`src/accel_shake_detector_macros.svh`:
```
// ----------------------------------------------------------------------------
// accel_shake_detector_macros: assertion macros
// Shared concurrent assertion forms, clocked on clk and disabled in reset.
// ----------------------------------------------------------------------------
`ifndef ACCEL_SHAKE_DETECTOR_MACROS_SVH
`define ACCEL_SHAKE_DETECTOR_MACROS_SVH

// same-cycle implication
`define ASD_ASSERT_IMPLIES(name, ante, cons) \
    name: assert property (@(posedge clk) disable iff (!rst_n) (ante) |-> (cons)) \
        else $error("asd: same-cycle check failed");

// next-cycle implication
`define ASD_ASSERT_NEXT(name, ante, cons) \
    name: assert property (@(posedge clk) disable iff (!rst_n) (ante) |=> (cons)) \
        else $error("asd: next-cycle check failed");

`endif

```
`src/asd_pkg.sv`:
```
// ----------------------------------------------------------------------------
// asd_pkg: shake detector shared types and constants
// Payload structs, register codes and configuration reset values.
// ----------------------------------------------------------------------------
`timescale 1ns / 1ps

package asd_pkg;

    localparam int ACCEL_W    = 16;
    localparam int STAMP_W    = 32;
    localparam int LEVEL_W    = 15;
    localparam int COUNT_W    = 4;
    localparam int MAG_W      = 32;
    localparam int CFG_DATA_W = 32;
    localparam int CFG_IDX_W  = 3;

    typedef logic signed [ACCEL_W-1:0] accel_t;
    typedef logic [STAMP_W-1:0]        stamp_t;
    typedef logic [LEVEL_W-1:0]        level_t;
    typedef logic [COUNT_W-1:0]        count_t;
    typedef logic [MAG_W-1:0]          mag_t;

    localparam count_t COUNT_MAX       = '1;
    localparam level_t GRAVITY_RESET   = 15'd2511;
    localparam level_t THRESHOLD_RESET = 15'd1280;
    localparam stamp_t WINDOW_RESET    = 32'd2000000;
    localparam stamp_t GAP_RESET       = 32'd100000;
    localparam count_t NEEDED_RESET    = 4'd2;

    typedef enum logic [CFG_IDX_W-1:0] {
        CFG_GRAVITY_LEVEL    = 3'd0,
        CFG_FORCE_THRESHOLD  = 3'd1,
        CFG_WINDOW_LENGTH_US = 3'd2,
        CFG_MIN_GAP_US       = 3'd3,
        CFG_SHAKES_NEEDED    = 3'd4
    } cfg_index_t;

    typedef struct packed {
        accel_t accel_x;
        accel_t accel_y;
        accel_t accel_z;
        stamp_t timestamp_us;
        logic   menu_visible;
        logic   menu_ready;
    } sample_t;

    typedef struct packed {
        logic   trigger;
        logic   strong_sample;
        count_t shake_count;
    } result_t;

endpackage

```
`src/asd_sample_if.sv`:
```
// ----------------------------------------------------------------------------
// asd_sample_if: accelerometer sample channel
// Valid/ready channel carrying one sample per transfer.
// ----------------------------------------------------------------------------
`timescale 1ns / 1ps

interface asd_sample_if;
    import asd_pkg::*;

    logic    valid;
    logic    ready;
    sample_t data;

    modport source (output valid, output data, input ready);
    modport sink (input valid, input data, output ready);
endinterface

```
`src/asd_result_if.sv`:
```
// ----------------------------------------------------------------------------
// asd_result_if: shake detector result channel
// Valid/ready channel carrying one result per transfer.
// ----------------------------------------------------------------------------
`timescale 1ns / 1ps

interface asd_result_if;
    import asd_pkg::*;

    logic    valid;
    logic    ready;
    result_t data;

    modport source (output valid, output data, input ready);
    modport sink (input valid, input data, output ready);
endinterface

```
`src/asd_strength.sv`:
```
// ----------------------------------------------------------------------------
// asd_strength: sample strength classifier
// Compares squared magnitude to squared upper and, if positive, lower bounds.
// ----------------------------------------------------------------------------
`timescale 1ns / 1ps

module asd_strength (
    input  asd_pkg::accel_t accel_x,
    input  asd_pkg::accel_t accel_y,
    input  asd_pkg::accel_t accel_z,
    input  asd_pkg::level_t gravity_level,
    input  asd_pkg::level_t force_threshold,
    output logic            strong_hit
);
    import asd_pkg::*;

    logic [ACCEL_W-1:0] abs_x;
    logic [ACCEL_W-1:0] abs_y;
    logic [ACCEL_W-1:0] abs_z;
    mag_t               sq_x;
    mag_t               sq_y;
    mag_t               sq_z;
    mag_t               mag2;
    logic [LEVEL_W:0]   hi_level;
    level_t             lo_level;
    mag_t               hi_sq;
    mag_t               lo_sq;
    logic               has_lower;

    // most negative input gives 0x8000, which reads correctly as unsigned
    assign abs_x = accel_x[ACCEL_W-1] ? (~accel_x + 1'b1) : accel_x;
    assign abs_y = accel_y[ACCEL_W-1] ? (~accel_y + 1'b1) : accel_y;
    assign abs_z = accel_z[ACCEL_W-1] ? (~accel_z + 1'b1) : accel_z;

    assign sq_x = MAG_W'(abs_x) * MAG_W'(abs_x);
    assign sq_y = MAG_W'(abs_y) * MAG_W'(abs_y);
    assign sq_z = MAG_W'(abs_z) * MAG_W'(abs_z);

    // three squares of at most 2^30 each never carry out of 32 bits
    assign mag2 = sq_x + sq_y + sq_z;

    assign hi_level  = {1'b0, gravity_level} + {1'b0, force_threshold};
    assign lo_level  = gravity_level - force_threshold;
    assign has_lower = gravity_level > force_threshold;
    assign hi_sq     = MAG_W'(hi_level) * MAG_W'(hi_level);
    assign lo_sq     = MAG_W'(lo_level) * MAG_W'(lo_level);

    assign strong_hit = (mag2 > hi_sq) || (has_lower && (mag2 < lo_sq));

endmodule

```
`src/accel_shake_detector.sv`:
```
// ----------------------------------------------------------------------------
// accel_shake_detector: accelerometer shake gesture detector
// pipeline: sample held in the input register, then the result in the output register
// throughput: one sample per cycle while results are taken, set by the single classify-and-update pass
// reset: rst_n async low; config registers to defaults, count and timestamps to zero
// ----------------------------------------------------------------------------
`timescale 1ns / 1ps
`include "accel_shake_detector_macros.svh"

module accel_shake_detector (
    input  logic                               clk,
    input  logic                               rst_n,
    asd_sample_if.sink                         sample,
    asd_result_if.source                       result,
    input  logic                               cfg_we,
    input  asd_pkg::cfg_index_t                cfg_index,
    input  logic [asd_pkg::CFG_DATA_W-1:0]     cfg_data
);
    import asd_pkg::*;

    level_t  gravity_reg;
    level_t  threshold_reg;
    stamp_t  window_len_reg;
    stamp_t  min_gap_reg;
    count_t  needed_reg;

    logic    s1_valid_reg;
    sample_t s1_reg;
    logic    out_valid_reg;
    result_t out_reg;

    stamp_t  window_start_reg;
    stamp_t  window_start_next;
    stamp_t  last_shake_reg;
    stamp_t  last_shake_next;
    count_t  count_reg;
    count_t  count_next;

    logic    advance;
    logic    process;
    logic    strong_hit;
    logic    expire;
    logic    counted;
    logic    fire;
    stamp_t  win_elapsed;
    stamp_t  since_last;
    count_t  count_windowed;
    count_t  count_bumped;
    result_t out_next;

    // configuration registers
    always_ff @(posedge clk or negedge rst_n)
    begin
        if (!rst_n)
        begin
            gravity_reg    <= GRAVITY_RESET;
            threshold_reg  <= THRESHOLD_RESET;
            window_len_reg <= WINDOW_RESET;
            min_gap_reg    <= GAP_RESET;
            needed_reg     <= NEEDED_RESET;
        end
        else if (cfg_we)
        begin
            unique case (cfg_index)
                CFG_GRAVITY_LEVEL:    gravity_reg    <= cfg_data[LEVEL_W-1:0];
                CFG_FORCE_THRESHOLD:  threshold_reg  <= cfg_data[LEVEL_W-1:0];
                CFG_WINDOW_LENGTH_US: window_len_reg <= cfg_data[STAMP_W-1:0];
                CFG_MIN_GAP_US:       min_gap_reg    <= cfg_data[STAMP_W-1:0];
                CFG_SHAKES_NEEDED:    needed_reg     <= cfg_data[COUNT_W-1:0];
                default:
                begin
                end
            endcase
        end
    end

    // output register frees when empty or taken; input register behind it
    assign advance      = !out_valid_reg || result.ready;
    assign sample.ready = !s1_valid_reg || advance;
    assign process      = s1_valid_reg && advance;

    assign result.valid = out_valid_reg;
    assign result.data  = out_reg;

    asd_strength u_strength (
        .accel_x         (s1_reg.accel_x),
        .accel_y         (s1_reg.accel_y),
        .accel_z         (s1_reg.accel_z),
        .gravity_level   (gravity_reg),
        .force_threshold (threshold_reg),
        .strong_hit      (strong_hit)
    );

    // elapsed times wrap modulo 2^32
    assign win_elapsed = s1_reg.timestamp_us - window_start_reg;
    assign since_last  = s1_reg.timestamp_us - last_shake_reg;
    assign expire      = win_elapsed > window_len_reg;
    assign counted     = strong_hit && (since_last > min_gap_reg);

    always_comb
    begin
        count_windowed    = expire ? '0 : count_reg;
        window_start_next = expire ? s1_reg.timestamp_us : window_start_reg;

        count_bumped    = count_windowed;
        last_shake_next = last_shake_reg;
        if (counted)
        begin
            if (count_windowed != COUNT_MAX)
            begin
                count_bumped = count_windowed + 1'b1;
            end
            last_shake_next = s1_reg.timestamp_us;
        end

        fire = (count_bumped >= needed_reg) && !s1_reg.menu_visible && s1_reg.menu_ready;
        count_next = fire ? '0 : count_bumped;

        out_next.trigger       = fire;
        out_next.strong_sample = strong_hit;
        out_next.shake_count   = count_next;
    end

    always_ff @(posedge clk or negedge rst_n)
    begin
        if (!rst_n)
        begin
            s1_valid_reg     <= 1'b0;
            out_valid_reg    <= 1'b0;
            window_start_reg <= '0;
            last_shake_reg   <= '0;
            count_reg        <= '0;
        end
        else
        begin
            if (sample.ready)
            begin
                s1_valid_reg <= sample.valid;
            end
            if (advance)
            begin
                out_valid_reg <= s1_valid_reg;
            end
            if (process)
            begin
                window_start_reg <= window_start_next;
                last_shake_reg   <= last_shake_next;
                count_reg        <= count_next;
            end
        end
    end

    always_ff @(posedge clk)
    begin
        if (sample.valid && sample.ready)
        begin
            s1_reg <= sample.data;
        end
        if (process)
        begin
            out_reg <= out_next;
        end
    end

    `ASD_ASSERT_IMPLIES(a_stall_only_when_full, !sample.ready, s1_valid_reg && out_valid_reg && !result.ready)
    `ASD_ASSERT_IMPLIES(a_trigger_clears_count, out_valid_reg && out_reg.trigger, out_reg.shake_count == '0)
    `ASD_ASSERT_NEXT(a_result_mirrors_count, process, out_reg.shake_count == count_reg)
    `ASD_ASSERT_NEXT(a_weak_never_counts, process && !strong_hit, count_reg <= $past(count_reg))

endmodule
```
`src/flat_wrapper.sv`:
```
// flat-port wrapper written by rule: the top's interface ports become plain ports
module accel_shake_detector_flat import asd_pkg::*;
  (clk, rst_n, cfg_we, cfg_index, cfg_data, sample_valid, sample_data, sample_ready, result_valid, result_data, result_ready);
  asd_sample_if sample_i ();
  asd_result_if result_i ();
  input  logic clk;
  input  logic rst_n;
  input  logic cfg_we;
  input  asd_pkg::cfg_index_t cfg_index;
  input  logic [asd_pkg::CFG_DATA_W-1:0] cfg_data;
  input wire logic [$bits(sample_i.valid)-1:0] sample_valid;
  input wire logic [$bits(sample_i.data)-1:0] sample_data;
  output wire logic [$bits(sample_i.ready)-1:0] sample_ready;
  output wire logic [$bits(result_i.valid)-1:0] result_valid;
  output wire logic [$bits(result_i.data)-1:0] result_data;
  input wire logic [$bits(result_i.ready)-1:0] result_ready;
  assign sample_i.valid = sample_valid;
  assign sample_i.data = sample_data;
  assign sample_ready = sample_i.ready;
  assign result_valid = result_i.valid;
  assign result_data = result_i.data;
  assign result_i.ready = result_ready;
  accel_shake_detector u_core (.clk(clk), .rst_n(rst_n), .sample(sample_i), .result(result_i), .cfg_we(cfg_we), .cfg_index(cfg_index), .cfg_data(cfg_data));
endmodule
```
`config.mk`:
```
export PLATFORM = sky130hd
export DESIGN_NAME = accel_shake_detector_flat
export DESIGN_NICKNAME = d
export VERILOG_FILES = /design/src/asd_pkg.sv /design/src/asd_sample_if.sv /design/src/asd_result_if.sv /design/src/asd_strength.sv /design/src/accel_shake_detector.sv /design/src/flat_wrapper.sv
export VERILOG_INCLUDE_DIRS = /design/src /design/src/src
export SDC_FILE = /design/constraint.sdc
export NUM_CORES = 2
export LEC_CHECK = 0
export BUFFER_PORTS_ARGS = -buffer_cell sky130_fd_sc_hd__buf_2
export CAP_MARGIN = 0
export CELL_PAD_IN_SITES_DETAIL_PLACEMENT = 1
export CELL_PAD_IN_SITES_GLOBAL_PLACEMENT = 2
export CORE_MARGIN = 1
export CORE_UTILIZATION = 43
export DETAILED_ROUTE_END_ITERATION = 12
export GPL_TIMING_DRIVEN = 0
export PLACE_DENSITY = 0.84
export SLEW_MARGIN = 20
export SYNTH_ARGS = -nofsm -noshare
export SYNTH_HDL_FRONTEND = slang
export SYNTH_SLANG_ARGS = --single-unit
export TNS_END_PERCENT = 50
```
`constraint.sdc`:
```
create_clock -name clk -period 14 [get_ports clk]
set_clock_uncertainty 0.05 [all_clocks]
set_input_delay 2.1 -clock clk [delete_from_list [all_inputs] [get_ports clk]]
set_output_delay 2.1 -clock clk [all_outputs]
set_load 0.01 [all_outputs]
```
==> flow_summary.json <==
{
  "ys_async_sr_fraction_pct": 65.63,
  "syn_area_sq_mm": 0.05176,
  "grt_pass1_wl_mm": 230.9,
  "clock_sinks": 256,
  "place_ws_ns": -2.786,
  "place.gp.congestion": 0.8916,
  "max_freq_mhz": 73.41,
  "fp.coreArea_sq_mm": 0.1187,
  "critPathArrivalTime_ns": 13.96,
  "start_kind": "flip-flop",
  "vias_per_cell": 5.139,
  "cts_root_buf": "clkbuf_16",
  "min_path_type": "reg -> reg",
  "port_buffers": 129,
  "grt_pass1_vias": 43430,
  "yosysWarnings": 0,
  "setup_viol": 0,
  "synth_edf_count": 88,
  "vias": 38180,
  "synth.distinct_cells": 89,
  "cp-end-kind": "flip-flop",
  "synthToLayoutAreaGrowth_pct": 10.82,
  "cpMostUsedCell": "fa_1",
  "die_x_um": 349.0,
  "ant_nets": 0,
  "netlist_instances": 5525,
  "seq_area_sq_mm": 0.006877,
  "grt_util_all_layers_pct": 24.34,
  "status": "completed",
  "hold_buffers": 0,
  "max_stage_delay_ns": 0.60,
  "clk_latency_ns": 0.59,
  "dieArea_sq_mm": 0.1218,
  "grt_antenna_before_repair": 2,
  "drtIter0Drc": 1629,
  "maxSlewHeadroom_pct": 23.44,
  "largest_reg_flops": 82,
  "die_h_um": 349.0,
  "routed_wl_mm": 142.5,
  "crit_type": "reg -> reg",
  "slew_violations": 0,
  "slowest_stage": "or4_4",
  "fin_crit_ns": 13.62,
  "hold_violations": 0,
  "yosysSeqAreaShare_pct": 13.28,
  "syn_area_per_cell_sq_um": 9.369,
  "period_share_pct": 97.30,
  "tightest_slew_ns": 1.136,
  "clockBufferDepth": 3,
  "cts.htree.levels": 2,
  "wl_per_cell_um": 19.18,
  "nFillCells": 13710,
  "ys.flop_type": "dfrtp_1",
  "crit_required_ns": 14.33,
  "dr.pass1.iters": 5,
  "row_count": 126,
  "place.detailed.hpwl_mm": 122.6,
  "grt_max_degree": 92,
  "ioPinCount": 130,
  "layout.nets": 7488,
  "initial_core_util_pct": 43.60,
  "worst_hold_slack_ns": 0.4532,
  "cts_made_buffers": 34,
  "gr-total-overflow": 0,
  "tritoncts": "done",
  "drc": 0,
  "setup_ws_ns": 0.3775,
  "ys_ff_latch": 256,
  "multiInputGateArea_sq_mm": 0.04014,
  "drv_cap": 0,
  "drive_gt1_share_pct": 9.971,
  "path_clk_slew_ns": 0.06,
  "cp_max_fo": 10
}
final timing paths:
check | start | end | slack [ns] | cells after the start
worst max-delay path | u_core.s1_reg[37] | u_core.result.data[3] | 0.38 | 47
worst min register to register | u_core.s1_valid_reg | u_core.result.valid | 0.45 | 1
max in group asynchronous | rst_n | u_core.needed_reg[1] | 11.52 | 2
worst min-delay path | u_core.s1_valid_reg | u_core.result.valid | 0.45 | 1
worst max register to register | u_core.s1_reg[37] | u_core.result.data[3] | 0.38 | 47
min in group asynchronous | rst_n | u_core.window_start_reg[28] | 1.44 | 1
cell usage in the layout, fill, tap and decap left out, types with 16 or more instances in the layout:
cell and count:
inv_1 1412, fa_1 912, ha_1 646, nor2_1 449
nand2_1 389, o21ai_0 165, a21oi_1 160, dfrtp_1 144
buf_2 131, xnor2_1 124, edfxtp_1 88, a21o_1 83
buf_4 70, clkbuf_1 65, xor2_1 52, mux2_2 52
nand2b_1 51, nor2b_1 41, conb_1 38, nor3_1 37
o21a_1 35, clkbuf_16 34, nand3_1 33, nand4_1 33
mux2_4 31, xnor2_2 27, o21bai_1 24, dfstp_2 24
a31oi_1 22, xor2_2 19, o21ai_1 19, o211ai_1 19
and2_1 18, or3_1 18, and3_1 18, or2_2 17
a211oi_1 16
critical path: cells and delay by family (launching register included):
family                     cells  cell delay, ns
and+or+nand+nor               11            3.43
xor gates and xnor gates       2            0.45
DFF                            1            0.50
buffers and inverters          8            0.86
AOI/OAI and AO/OA             12            2.38
adders and majority gates     14            5.72
what timing repair did:
item / 4_1_cts / 5_1_grt
endpoints found under the hold margin: 0 / 0
setup endpoints to repair: 42 / 9
gates resized for setup: 111 / 111
pin swaps: 19 / 36
buffers inserted: 31 / 39
cells in the mapped netlist (30+ instances only):
| cell | number | area share (%) |
|---|---|---|
| inv_1 | 1418 | 10 |
| fa_1 | 914 | 35 |
| ha_1 | 651 | 16 |
| nor2_1 | 461 | 3.3 |
| nand2_1 | 392 | 2.8 |
| o21ai_0 | 179 | 1.7 |
| a21oi_1 | 170 | 1.6 |
| xnor2_1 | 156 | 2.6 |
| dfrtp_1 | 144 | 7.0 |
| edfxtp_1 | 88 | 5.1 |
| a21o_1 | 83 | 1.2 |
| clkbuf_1 | 80 | 0.58 |
| xor2_1 | 74 | 1.3 |
| mux2_2 | 53 | 1.2 |
| nand2b_1 | 52 | 0.63 |
| nor2b_1 | 41 | 0.50 |
| nor3_1 | 40 | 0.39 |
| nand3_1 | 36 | 0.35 |
| o21a_1 | 36 | 0.52 |
| nand4_1 | 33 | 0.40 |
| mux2_4 | 30 | 0.87 |
routing by layer:
metal	routed length (um)	global-route usage, %	share of wire [%]	vias to the layer above
met1	59270	31.30	42	19670
met4	4163	6.847	2.9	0
met3	6922	2.927	4.9	181
met2	72120	42.91	51	707
met5	0	0	0	-
li1	-	-	-	17620
layout make-up:
| type | instances | share of cell area [%] |
|---|---|---|
| Antenna cell | 2 | 0.008725 |
| Buffer | 88 | 0.7634 |
| Clock buffer | 46 | 1.666 |
| Clock inverter | 16 | 0.3141 |
| Inverter | 1447 | 9.547 |
| Multi-Input combinational cell | 3769 | 69.98 |
| Sequential cell | 256 | 11.99 |
| Tap cell | 1600 | 3.490 |
| Timing Repair Buffer | 205 | 2.240 |
cells by family after synthesis:
logic type      count (synthesis)  share of synthesized area [%]
fa+ha+maj                    1567                          51.12
buf+inv                      1536                          11.20
simple gates                 1175                          10.14
compound gates                670                          8.192
flops                         256                          13.28
xor+xnor                      231                          3.923
mux                            88                          2.125
other cells                     2                        0.01451
per-stage QoR:
step                area [sq um]  instances  setup TNS (ns)  utilization, %
global route               57360       7427        -0.04811           48.32
global placement           54540       7290          -69.93           45.95
CTS                        56630       7388               0           47.71
finish                     57360       7429               0           48.32
floorplan                  51900       5561               0               -
detailed placement         54780       7296          -63.83           46.14
Power is not shown: default switching activity piles up to over one toggle a cycle in this logic, so the estimate is an artifact.
